--- config.mk ---
export PLATFORM = sky130hd
export DESIGN_NAME = sync_length_checksum_framer
export DESIGN_NICKNAME = d
export VERILOG_FILES = /design/src/rtl/core/slcf_pkg.sv /design/src/rtl/core/slcf_front.sv /design/src/rtl/core/slcf_queue.sv /design/src/rtl/core/slcf_back.sv /design/src/rtl/core/sync_length_checksum_framer.sv
export SDC_FILE = /design/constraint.sdc
export NUM_CORES = 1
export LEC_CHECK = 0
export BUFFER_PORTS_ARGS = -buffer_cell sky130_fd_sc_hd__buf_2
export CELL_PAD_IN_SITES_DETAIL_PLACEMENT = 0
export CELL_PAD_IN_SITES_GLOBAL_PLACEMENT = 1
export CORE_ASPECT_RATIO = 0.5
export CORE_UTILIZATION = 51
export CTS_CLUSTER_SIZE = 28
export DETAILED_ROUTE_END_ITERATION = 8
export PLACE_DENSITY = 0.81
export SETUP_SLACK_MARGIN = 0.3
export SYNTH_ARGS = -nofsm -noshare
export SYNTH_HDL_FRONTEND = slang
export SYNTH_SLANG_ARGS = --single-unit
--- constraint.sdc ---
create_clock -name clk -period 4.3 [get_ports clk]
set_input_delay 1.075 -clock clk [delete_from_list [all_inputs] [get_ports clk]]
set_output_delay 1.075 -clock clk [all_outputs]
set_load 0.01 [all_outputs]
--- src/rtl/core/slcf_pkg.sv ---
`default_nettype none

package slcf_pkg;

	// Largest frame on the line: sync pair, length, body and checksum.
	localparam int unsigned MAX_FRAME = 64;

	localparam logic [7:0] SYNC_HI = 8'hFF;
	localparam logic [7:0] SYNC_LO = 8'h00;

	typedef enum logic [1:0] {
		ACT_TX_START = 2'd0,
		ACT_TX_DATA  = 2'd1,
		ACT_RX_BYTE  = 2'd2
	} action_t;

	typedef enum logic [1:0] {
		KIND_TX     = 2'd0,
		KIND_RX     = 2'd1,
		KIND_STATUS = 2'd2
	} kind_t;

	typedef enum logic [1:0] {
		ST_OK         = 2'd0,
		ST_BAD_HEADER = 2'd1,
		ST_TOO_LONG   = 2'd2,
		ST_BAD_SUM    = 2'd3
	} status_t;

	// How the back end expands one queued entry into beats.
	typedef enum logic [1:0] {
		OP_TX_HDR    = 2'd0,
		OP_TX_DATA   = 2'd1,
		OP_RX_BYTE   = 2'd2,
		OP_RX_STATUS = 2'd3
	} op_t;

	typedef struct packed {
		logic [1:0] action;
		logic [7:0] command_code;
		logic [5:0] data_count;
		logic [7:0] byte_value;
	} in_item_t;

	typedef struct packed {
		logic [1:0] out_kind;
		logic [7:0] out_byte;
		logic [1:0] frame_status;
		logic       last;
	} out_item_t;

	// One classified item. byte0 is the length or data byte, byte1 the
	// command, sum the checksum to append; tail adds the trailing beat.
	typedef struct packed {
		op_t        op;
		logic [7:0] byte0;
		logic [7:0] byte1;
		logic [7:0] sum;
		logic [1:0] status;
		logic       tail;
	} entry_t;

endpackage

`default_nettype wire

--- src/rtl/core/slcf_front.sv ---
`default_nettype none

module slcf_front (
	input  wire logic              clk,
	input  wire logic              arst_n,
	input  wire logic              push,
	input  wire slcf_pkg::in_item_t item,
	input  wire logic              q_full,
	output logic                   q_wr,
	output slcf_pkg::entry_t       q_entry
);

	typedef enum logic [4:0] {
		PH_HUNT  = 5'b00001,
		PH_SYNC2 = 5'b00010,
		PH_LEN   = 5'b00100,
		PH_BODY  = 5'b01000,
		PH_SUM   = 5'b10000
	} rx_phase_t;

	rx_phase_t  rx_phase_q, rx_phase_d;
	logic [7:0] rx_remaining_q, rx_remaining_d;
	logic [7:0] rx_sum_q, rx_sum_d;
	logic [7:0] tx_sum_q, tx_sum_d;
	logic [5:0] tx_remaining_q, tx_remaining_d;
	logic       accept;
	logic [7:0] b;
	logic [7:0] len;
	logic [7:0] tx_sum_next;
	logic       too_long;

	assign accept      = push && !q_full;
	assign b           = item.byte_value;
	assign len         = {2'b00, item.data_count} + 8'd1;
	assign tx_sum_next = tx_sum_q + b;
	assign too_long    = ({1'b0, b} + 9'd4) > 9'(slcf_pkg::MAX_FRAME);

	always_comb begin
		rx_phase_d     = rx_phase_q;
		rx_remaining_d = rx_remaining_q;
		rx_sum_d       = rx_sum_q;
		tx_sum_d       = tx_sum_q;
		tx_remaining_d = tx_remaining_q;
		q_wr           = 1'b0;
		q_entry        = '{op: slcf_pkg::OP_RX_STATUS, byte0: b, byte1: item.command_code,
			sum: 8'd0, status: slcf_pkg::ST_OK, tail: 1'b0};
		case (item.action)
			slcf_pkg::ACT_TX_START: begin
				q_wr           = 1'b1;
				q_entry.op     = slcf_pkg::OP_TX_HDR;
				q_entry.byte0  = len;
				q_entry.sum    = len + item.command_code;
				q_entry.tail   = (item.data_count == 6'd0);
				tx_sum_d       = len + item.command_code;
				tx_remaining_d = item.data_count;
			end
			slcf_pkg::ACT_TX_DATA: begin
				if (tx_remaining_q != 6'd0) begin
					q_wr           = 1'b1;
					q_entry.op     = slcf_pkg::OP_TX_DATA;
					q_entry.sum    = tx_sum_next;
					q_entry.tail   = (tx_remaining_q == 6'd1);
					tx_sum_d       = tx_sum_next;
					tx_remaining_d = tx_remaining_q - 6'd1;
				end
			end
			slcf_pkg::ACT_RX_BYTE: begin
				case (rx_phase_q)
					PH_SYNC2: begin
						if (b == slcf_pkg::SYNC_LO) begin
							rx_phase_d = PH_LEN;
						end else begin
							q_wr           = 1'b1;
							q_entry.status = slcf_pkg::ST_BAD_HEADER;
							rx_phase_d     = (b == slcf_pkg::SYNC_HI) ? PH_SYNC2 : PH_HUNT;
						end
					end
					PH_LEN: begin
						q_wr       = 1'b1;
						q_entry.op = slcf_pkg::OP_RX_BYTE;
						if (too_long) begin
							q_entry.tail   = 1'b1;
							q_entry.status = slcf_pkg::ST_TOO_LONG;
							rx_phase_d     = PH_HUNT;
							rx_remaining_d = 8'd0;
							rx_sum_d       = 8'd0;
						end else begin
							rx_sum_d       = b;
							rx_remaining_d = b;
							rx_phase_d     = (b == 8'd0) ? PH_SUM : PH_BODY;
						end
					end
					PH_BODY: begin
						q_wr           = 1'b1;
						q_entry.op     = slcf_pkg::OP_RX_BYTE;
						rx_sum_d       = rx_sum_q + b;
						rx_remaining_d = rx_remaining_q - 8'd1;
						if (rx_remaining_q == 8'd1) begin
							rx_phase_d = PH_SUM;
						end
					end
					PH_SUM: begin
						q_wr           = 1'b1;
						q_entry.status = (b == rx_sum_q) ? slcf_pkg::ST_OK
							: slcf_pkg::ST_BAD_SUM;
						rx_phase_d     = PH_HUNT;
						rx_remaining_d = 8'd0;
						rx_sum_d       = 8'd0;
					end
					default: begin
						rx_phase_d = (b == slcf_pkg::SYNC_HI) ? PH_SYNC2 : PH_HUNT;
					end
				endcase
			end
			default: begin
			end
		endcase
		if (!accept) begin
			q_wr = 1'b0;
		end
	end

	always_ff @(posedge clk or negedge arst_n) begin
		if (!arst_n) begin
			rx_phase_q     <= PH_HUNT;
			rx_remaining_q <= 8'd0;
			rx_sum_q       <= 8'd0;
			tx_sum_q       <= 8'd0;
			tx_remaining_q <= 6'd0;
		end else if (accept) begin
			rx_phase_q     <= rx_phase_d;
			rx_remaining_q <= rx_remaining_d;
			rx_sum_q       <= rx_sum_d;
			tx_sum_q       <= tx_sum_d;
			tx_remaining_q <= tx_remaining_d;
		end
	end

endmodule

`default_nettype wire

--- src/rtl/core/slcf_queue.sv ---
`default_nettype none

module slcf_queue #(
	parameter int unsigned DEPTH = 4
) (
	input  wire logic             clk,
	input  wire logic             arst_n,
	input  wire logic             wr_en,
	input  wire slcf_pkg::entry_t wr_data,
	output logic                  full,
	input  wire logic             rd_en,
	output slcf_pkg::entry_t      rd_data,
	output logic                  empty
);

	localparam int unsigned PTR_W = (DEPTH > 1) ? $clog2(DEPTH) : 1;
	localparam int unsigned CNT_W = $clog2(DEPTH + 1);
	localparam logic [PTR_W-1:0] PTR_LAST = PTR_W'(DEPTH - 1);

	slcf_pkg::entry_t mem_q [DEPTH];
	logic [PTR_W-1:0] wr_ptr_q, rd_ptr_q;
	logic [CNT_W-1:0] count_q;

	assign full    = (count_q == CNT_W'(DEPTH));
	assign empty   = (count_q == '0);
	assign rd_data = mem_q[rd_ptr_q];

	always_ff @(posedge clk) begin
		if (wr_en) begin
			mem_q[wr_ptr_q] <= wr_data;
		end
	end

	always_ff @(posedge clk or negedge arst_n) begin
		if (!arst_n) begin
			wr_ptr_q <= '0;
			rd_ptr_q <= '0;
			count_q  <= '0;
		end else begin
			if (wr_en) begin
				wr_ptr_q <= (wr_ptr_q == PTR_LAST) ? '0 : wr_ptr_q + 1'b1;
			end
			if (rd_en) begin
				rd_ptr_q <= (rd_ptr_q == PTR_LAST) ? '0 : rd_ptr_q + 1'b1;
			end
			if (wr_en && !rd_en) begin
				count_q <= count_q + 1'b1;
			end else if (rd_en && !wr_en) begin
				count_q <= count_q - 1'b1;
			end
		end
	end

	a_no_overflow: assert property (@(posedge clk) disable iff (!arst_n)
		wr_en |-> !full) else $error("entry queue written while full");

	a_no_underflow: assert property (@(posedge clk) disable iff (!arst_n)
		rd_en |-> !empty) else $error("entry queue read while empty");

endmodule

`default_nettype wire

--- src/rtl/core/slcf_back.sv ---
`default_nettype none

module slcf_back (
	input  wire logic              clk,
	input  wire logic              arst_n,
	input  wire logic              q_empty,
	input  wire slcf_pkg::entry_t  q_head,
	output logic                   q_rd,
	input  wire logic              pop,
	output logic                   empty,
	output slcf_pkg::out_item_t    result
);

	logic [2:0]          idx_q;
	logic                out_valid_q;
	slcf_pkg::out_item_t result_q;
	slcf_pkg::out_item_t beat;
	logic                final_beat;
	logic                advance;

	// Beat number idx_q of the entry at the head of the queue.
	always_comb begin
		beat       = '{out_kind: slcf_pkg::KIND_TX, out_byte: 8'd0,
			frame_status: slcf_pkg::ST_OK, last: 1'b0};
		final_beat = 1'b0;
		case (q_head.op)
			slcf_pkg::OP_TX_HDR: begin
				final_beat = (idx_q == (q_head.tail ? 3'd4 : 3'd3));
				case (idx_q)
					3'd0: beat.out_byte = slcf_pkg::SYNC_HI;
					3'd1: beat.out_byte = slcf_pkg::SYNC_LO;
					3'd2: beat.out_byte = q_head.byte0;
					3'd3: beat.out_byte = q_head.byte1;
					default: begin
						beat.out_byte = q_head.sum;
						beat.last     = 1'b1;
					end
				endcase
			end
			slcf_pkg::OP_TX_DATA: begin
				final_beat = (idx_q == (q_head.tail ? 3'd1 : 3'd0));
				if (idx_q == 3'd0) begin
					beat.out_byte = q_head.byte0;
				end else begin
					beat.out_byte = q_head.sum;
					beat.last     = 1'b1;
				end
			end
			slcf_pkg::OP_RX_BYTE: begin
				final_beat = (idx_q == (q_head.tail ? 3'd1 : 3'd0));
				if (idx_q == 3'd0) begin
					beat.out_kind = slcf_pkg::KIND_RX;
					beat.out_byte = q_head.byte0;
				end else begin
					beat.out_kind     = slcf_pkg::KIND_STATUS;
					beat.frame_status = q_head.status;
					beat.last         = 1'b1;
				end
			end
			default: begin
				final_beat        = 1'b1;
				beat.out_kind     = slcf_pkg::KIND_STATUS;
				beat.frame_status = q_head.status;
				beat.last         = 1'b1;
			end
		endcase
	end

	assign advance = !q_empty && (!out_valid_q || pop);
	assign q_rd    = advance && final_beat;
	assign empty   = !out_valid_q;
	assign result  = result_q;

	always_ff @(posedge clk or negedge arst_n) begin
		if (!arst_n) begin
			idx_q       <= 3'd0;
			out_valid_q <= 1'b0;
		end else begin
			if (advance) begin
				out_valid_q <= 1'b1;
				idx_q       <= final_beat ? 3'd0 : idx_q + 3'd1;
			end else if (pop) begin
				out_valid_q <= 1'b0;
			end
		end
	end

	always_ff @(posedge clk) begin
		if (advance) begin
			result_q <= beat;
		end
	end

	a_idx_range: assert property (@(posedge clk) disable iff (!arst_n)
		idx_q <= 3'd4) else $error("beat index past the longest entry");

	a_head_held: assert property (@(posedge clk) disable iff (!arst_n)
		idx_q != 3'd0 |-> !q_empty) else $error("entry left the queue mid expansion");

endmodule

`default_nettype wire

--- src/rtl/core/sync_length_checksum_framer.sv ---
// Serial-link framing engine with a transmit side and a receive side sharing one
// input queue port and one result queue port.
// Input beats (push/full) carry an action: start a transmit frame, add a transmit
// data byte, or present one received line byte. A start expands into sync 0xFF,
// 0x00, length, command and, for an empty frame, the checksum; each data byte
// yields itself and, on the last one, the checksum with last set.
// Received bytes are hunted for the sync pair; length and data bytes come out
// as provisional frame bytes, followed by a status beat (ok, bad header, too long
// or bad checksum) with last set.
// Results (empty/pop): the oldest beat is on result while empty is low.
// The front end classifies one item per cycle while full is low and updates
// the framing state; a small entry queue feeds the back end, which emits one
// beat per cycle into an output register unless a held beat waits for pop.
// An item's first beat reaches result through the entry queue and then the
// output register. Receive bytes sustain one item per cycle while pop stays
// high; a start yields four or five beats, so full rises as the queue backs up.
// When the receiver holds pop low, the output register holds its beat, the
// queue fills, and full stalls the sender without losing any beat.
// Reset empties the queue and output register, closes any transmit frame and
// returns the receiver to hunting for the first sync byte.
`default_nettype none

module sync_length_checksum_framer #(
	parameter int unsigned QUEUE_DEPTH = 4
) (
	input  wire logic                clk,
	input  wire logic                arst_n,
	input  wire logic                push,
	output logic                     full,
	input  wire slcf_pkg::in_item_t  item,
	output logic                     empty,
	input  wire logic                pop,
	output slcf_pkg::out_item_t      result
);

	logic             q_wr;
	logic             q_rd;
	logic             q_empty;
	slcf_pkg::entry_t q_wr_entry;
	slcf_pkg::entry_t q_head;

	slcf_front u_front (
		.clk     (clk),
		.arst_n  (arst_n),
		.push    (push),
		.item    (item),
		.q_full  (full),
		.q_wr    (q_wr),
		.q_entry (q_wr_entry)
	);

	slcf_queue #(
		.DEPTH (QUEUE_DEPTH)
	) u_queue (
		.clk     (clk),
		.arst_n  (arst_n),
		.wr_en   (q_wr),
		.wr_data (q_wr_entry),
		.full    (full),
		.rd_en   (q_rd),
		.rd_data (q_head),
		.empty   (q_empty)
	);

	slcf_back u_back (
		.clk     (clk),
		.arst_n  (arst_n),
		.q_empty (q_empty),
		.q_head  (q_head),
		.q_rd    (q_rd),
		.pop     (pop),
		.empty   (empty),
		.result  (result)
	);

endmodule

`default_nettype wire

==> flow_summary.json, run 1 <==
{
  "multi_input_area_um2": 3700,
  "ctsRootBufferMaster": "clkbuf_16",
  "status": "completed",
  "clkLatencyLatePin_ps": 430,
  "vias": 5950,
  "leakage_uw": 0.00392,
  "start_util_pct": 53.6,
  "grt_pass1_vias": 5664,
  "grt_pass1_wl_mm": 31.9,
  "seq_area_um2": 5030,
  "maxSlewViolCount": 0,
  "intPower_uw": 4260,
  "wire_per_inst_um": 20.0,
  "power.share.combinational_pct": 38.4,
  "ir_drop_v": 0.000341,
  "drv_cap": 0,
  "cts_tree": "done",
  "post-synth-top-count-cell": "edfxtp_1",
  "synth_top_area_share_pct": 42.9,
  "cts_setup_buffers": 0,
  "synth_area_per_cell_um2": 12.6,
  "drt_iter0_drc": 489,
  "fin_crit_ps": 3430,
  "gp_congestion": 0.833,
  "fillers": 1337,
  "viasPerCell": 5.96,
  "final_antenna_net_count": 0,
  "worst-setup-path-type": "reg -> reg",
  "slew_headroom_pct": 43.9,
  "postCtsHoldBufs": 0,
  "yosys.area.top_type": "edfxtp_1",
  "critPathRequiredTime_ps": 4660,
  "yosys_warnings": 0,
  "ys_ff_latch": 175,
  "synth.distinct_cells": 70,
  "cts_resized": 0,
  "fin_util_pct": 59.7,
  "port_buffers": 42,
  "firstDrtPassIters": 5,
  "p_seq_share_pct": 37.8,
  "clockBufferDepth": 2,
  "switching_share_pct": 36.4,
  "hold_violations": 0,
  "ios": 43,
  "startpoint_type": "flop",
  "die_y_um": 96.1,
  "finalPower_uw": 6690,
  "grt_max_degree": 34,
  "rsz0062_at_grt": "no",
  "top_layer": "met4",
  "num_antenna_cells": 0,
  "cts.sinks": 175,
  "antenna_found_initial": 0,
  "synthArstFlopShare_pct": 26.3,
  "synthTopCellsByCount": "edfxtp_1, nor2_1, nand2_1",
  "yosysSeqAreaShare_pct": 55.7,
  "synth-edff-count": 129,
  "cts.clk_slew.worst_paths_ps": 80,
  "area_growth_syn_to_layout_pct": 11.5,
  "syn-num-nets": 791,
  "grt_util_all_layers_pct": 23.8,
  "wl_mm": 19.9,
  "p_clk_share_pct": 23.8,
  "hold_path_class": "reg -> reg",
  "die_x_um": 190,
  "tns_ps": 0,
  "power_switching_uw": 2430,
  "fin_area_um2": 10100,
  "die_area_um2": 18300,
  "max_freq_mhz": 292,
  "core_area_um2": 16800,
  "post-route-period-util_pct": 79.7,
  "fp-row-count": 33,
  "htree_levels": 4,
  "p_per_area_nw_per_um2": 664,
  "fin_skew_ps": 11.3,
  "placed_cell_area_um2": 9460,
  "tightest_slew_ps": 841,
  "synth_area_um2": 9020,
  "overflow": 0,
  "critPathArrivalTime_ps": 3790,
  "cts_inserted_buffers": 17,
  "dr_wl_met2_mm": 8.68,
  "met1_length_mm": 9.93,
  "setup_violations": 0,
  "crit_path_end_kind": "flop",
  "drcViolationCount": 0,
  "synth-main-ff-cell": "edfxtp_1",
  "layout.nets": 835,
  "drive_gt1_share_pct": 19.7,
  "post-dp-hpwl_mm": 13.6,
  "routed-wl-met3_mm": 1.13,
  "syn_inst": 714,
  "critPathMaxFanout": 17,
  "ys_top_cells_by_area": "edfxtp_1, dfrtp_1, mux4_2"
}
## registers in the layout (all words and copies together) (netlist names)
signal                  count
u_back.out_valid_q          1
u_queue.rd_ptr_q            2
u_back.result              13
u_queue.wr_ptr_q            2
u_front.tx_sum_q            8
u_queue.count_q             3
u_front.rx_remaining_q      8
u_back.idx_q                3
u_queue.mem_q             116
u_front.tx_remaining_q      6
u_front.rx_phase_q          5
u_front.rx_sum_q            8
## per-layer routing
layer / vias up / global-route usage (%)
li1: 2763 / -
met1: 2988 / 35.7
met2: 184 / 35.8
met3: 15 / 4.16
met4: 0 / 6.32
met5: - / 0
## final timing paths
| kind | start | to | slack [ps] | depth (start not counted) |
|---|---|---|---|---|
| min in group asynchronous | arst_n | u_front.tx_remaining_q[1] | 740 | 1 |
| worst max-delay path | u_queue.rd_ptr_q[1] | u_queue.count_q[2] | 870 | 16 |
| worst min-delay path | u_front.rx_sum_q[3] | u_front.rx_sum_q[3] | 500 | 1 |
| worst min register to register | u_front.rx_sum_q[3] | u_front.rx_sum_q[3] | 500 | 1 |
| max in group asynchronous | arst_n | u_front.tx_sum_q[5] | 2790 | 2 |
| worst max register to register | u_queue.rd_ptr_q[1] | u_queue.count_q[2] | 870 | 16 |
## power groups by stage
stage | combinational (uW) | clock, uW | sequential, uW
global route | 2870 | 1680 | 2580
floorplan | 1910 | 0 | 2540
global placement | 2520 | 0 | 2540
CTS | 2580 | 1610 | 2530
detailed placement | 2560 | 0 | 2560
finish | 2570 | 1590 | 2530
## cell families after synthesis
kind of cell	share of synthesized area (%)
and+or+nand+nor	10.8
xor gates and xnor gates	2.43
buffers and inverters	3.38
adders and majority gates	7.13
muxes	9.28
AOI/OAI and AO/OA	11.3
DFF	55.7
## stage by stage
stage / instances / hold WS [ps] / setup WS (ps)
3_5_place_dp: 966 / 482 / 795
5_1_grt: 998 / 513 / 578
3_3_place_gp: 966 / 469 / 867
2_1_floorplan: 714 / 452 / 694
6_report: 998 / 495 / 871
4_1_cts: 998 / 499 / 875
## critical path: stages, from the launching register on
cell	delay, ps
dfrtp_1	370
buf_4	280
mux4_2	400
inv_1	100
ha_1	230
inv_1	80
ha_1	240
xnor2_1	130
a31oi_1	260
nor2_1	150
inv_1	90
ha_1	170
inv_1	60
fa_1	370
xor2_1	170
nor2_1	110
xor2_1	140
## layout make-up
cell class                 instances  share of cell area (%)
multi-input combinational        471                    36.8
clock inverter                    15                    1.82
tap                              227                    2.82
inverter                          40                    1.49
timing repair buffer              53                    2.91
sequential                       175                    50.0
clock buffer                      17                    4.23
## cells in the final DEF, fill, tap and decap left out, types with 13 or more instances in the layout
cell,n
edfxtp_1,129
ha_1,45
nand2_1,50
o21ai_0,26
nor2_1,70
nand3_1,19
a21oi_1,33
inv_1,37
buf_2,42
dfrtp_1,44
mux4_2,29
xnor2_1,13
clkbuf_16,17
nor2b_1,13
Note: power is estimated with default switching activity, not from simulation.
==> run 2: changes to the inputs <==
--- a/config.mk
+++ b/config.mk
@@ -9,10 +9,10 @@
 export CELL_PAD_IN_SITES_DETAIL_PLACEMENT = 0
 export CELL_PAD_IN_SITES_GLOBAL_PLACEMENT = 1
 export CORE_ASPECT_RATIO = 0.5
-export CORE_UTILIZATION = 51
+export CORE_UTILIZATION = 46
 export CTS_CLUSTER_SIZE = 28
 export DETAILED_ROUTE_END_ITERATION = 8
-export PLACE_DENSITY = 0.81
+export PLACE_DENSITY = 0.77
 export SETUP_SLACK_MARGIN = 0.3
 export SYNTH_ARGS = -nofsm -noshare
 export SYNTH_HDL_FRONTEND = slang
==> constraint.sdc (replaced) <==
create_clock -name clk -period 3 [get_ports clk]
set_input_delay 0.75 -clock clk [delete_from_list [all_inputs] [get_ports clk]]
set_output_delay 0.75 -clock clk [all_outputs]
set_load 0.01 [all_outputs]
==> run 2 against run 1 <==
Compared with the run above: the run now ends with negative setup slack left; fmax grew 13%; design area rose by 5.8%; sequential share of layout area down 2.7 points; clock skew increased by 1.2 ps; critical path type unchanged.
==> flow_summary.json, run 2 (synthesized netlist as in run 1, its figures left out) <==
{
  "slew_headroom_pct": 50.6,
  "die_area_um2": 20200,
  "layout_common_cells": "edfxtp_1, nor2_1, nand2_1, buf_4, dfrtp_1",
  "drive_gt1_share_pct": 26.6,
  "p_clk_share_pct": 22.8,
  "slowest_stage": "mux4_2",
  "fin_util_pct": 56.7,
  "max_stage_delay_ps": 550,
  "hold_path_class": "in -> async",
  "power.share.combinational_pct": 41.9,
  "tightest_slew_ps": 741,
  "start_util_pct": 48.0,
  "drcViolationCount": 0,
  "intPower_uw": 6700,
  "power_switching_uw": 3570,
  "drt_iter0_drc": 506,
  "instances_no_fill": 1072,
  "maxSlewViolCount": 0,
  "max_freq_mhz": 330,
  "overflow": 0,
  "grt_util_all_layers_pct": 21.6,
  "firstDrtPassIters": 5,
  "layout.nets": 877,
  "rsz0062_at_grt": "yes",
  "dpl.cell_count": 1034,
  "largest_reg_flops": 116,
  "cts_inserted_buffers": 17,
  "fin_skew_ps": 12.5,
  "critPathMaxFanout": 4,
  "cts.clk_slew.worst_paths_ps": 70,
  "port_buffers": 42,
  "area_growth_syn_to_layout_pct": 18.0,
  "p_seq_share_pct": 35.3,
  "grt_pass1_wl_mm": 32.3,
  "max_flop_register": "u_queue.mem_q",
  "final_antenna_net_count": 0,
  "num_antenna_cells": 0,
  "switching_share_pct": 34.8,
  "post-route-period-util_pct": 101,
  "htree_levels": 4,
  "setup_violations": 1,
  "cts.sinks": 175,
  "p_per_area_nw_per_um2": 965,
  "drv_cap": 0,
  "startpoint_type": "flop",
  "grt_max_degree": 30,
  "fin_crit_ps": 3030,
  "worst-setup-path-type": "reg -> reg",
  "ir_drop_v": 0.000465,
  "seq_area_um2": 5030,
  "fillers": 1527,
  "die_y_um": 101,
  "fp-row-count": 35,
  "wl_mm": 20.4,
  "die_x_um": 200,
  "core_area_um2": 18800,
  "clkLatencyLatePin_ps": 430,
  "post-dp-hpwl_mm": 14.3,
  "viasPerCell": 5.63,
  "critPathRequiredTime_ps": 3310,
  "wire_per_inst_um": 19.0,
  "status": "finished with violations",
  "hold_violations": 0,
  "gp_congestion": 0.827,
  "vias": 6034,
  "multi_input_area_um2": 3840,
  "leakage_uw": 0.00416,
  "setup_slack_ps": -28.1,
  "path_cells": "mux4_2 > inv_2 > ha_4 > inv_4 > ha_4 > xnor2_2 > a31oi_2 > nor2_2 > inv_2 > ha_4 > inv_2 > fa_2 > mux2_4",
  "violations": "negative setup slack",
  "crit_path_end_kind": "flop",
  "clockBufferDepth": 2,
  "ios": 43,
  "ctsRootBufferMaster": "clkbuf_16",
  "grt_pass1_vias": 5851,
  "cts_tree": "done",
  "layout_commonest_cell": "edfxtp_1",
  "postCtsHoldBufs": 0,
  "critPathArrivalTime_ps": 3340,
  "antenna_found_initial": 0
}
## run 2: per-stage QoR
| step | area (um^2) | setup TNS, ps | worst slack, ps | power (uW) | hold slack, ps |
|---|---|---|---|---|---|
| floorplan | 9110 | -828 | -418 | 6460 | 451 |
| global placement | 9890 | -69.6 | -46.1 | 7560 | 467 |
| detailed placement | 9890 | -639 | -146 | 7670 | 480 |
| CTS | 10600 | -83.8 | -56.4 | 10200 | 291 |
| global route | 10600 | -245 | -127 | 10900 | 311 |
| finish | 10600 | -28.1 | -28.1 | 10300 | 279 |
## run 2: final timing paths
path                                     start                    end  slack [ps]  cells after the start
hold / removal                          arst_n    u_front.rx_sum_q[4]         280                      1
max in group asynchronous               arst_n  u_front.rx_phase_q[0]        2110                      2
setup / recovery           u_queue.rd_ptr_q[0]     u_queue.count_q[1]         -30                     13
setup reg to reg           u_queue.rd_ptr_q[0]     u_queue.count_q[1]         -30                     13
hold reg to reg            u_front.tx_sum_q[3]    u_front.tx_sum_q[3]         490                      2
min in group clk           u_front.tx_sum_q[3]    u_front.tx_sum_q[3]         490                      2
## run 2: routing by layer
metal  global-route usage (%)  wire length, um  vias up
li1                         -                -     2858
met1                     32.5            10300     3015
met2                     32.7             9010      150
met3                     3.71              901       11
met4                     4.87              151        0
met5                        0                0        -
## run 2: final cells by class
class | count | area share (%)
timing repair buffer | 95 | 6.33
multi-input combinational | 471 | 36.1
sequential | 175 | 47.2
inverter | 40 | 1.43
clock buffer | 18 | 4.03
tap | 259 | 3.04
clock inverter | 14 | 1.83
## run 2: critical path, delay by kind of cell (launching register included)
family | cells | cell delay (ps)
AO/OA/AOI/OAI | 1 | 120
XOR/XNOR | 1 | 160
adder cells (fa/ha/maj) | 4 | 980
buffers and inverters | 4 | 270
flip-flops | 1 | 410
multiplexers | 2 | 820
AND/OR/NAND/NOR | 1 | 150
## run 2: power groups by stage
stage	Clock (uW)	Sequential [uW]	Combinational [uW]
global route	2480	3690	4760
floorplan	0	3640	2820
finish	2340	3630	4300
CTS	2390	3630	4220
global placement	0	3640	3920
detailed placement	0	3670	4000
## run 2: what timing repair did
action	CTS	global route
buffers inserted	2	4
setup endpoints to repair	2	21
pin swaps	7	1
resized for setup	9	10
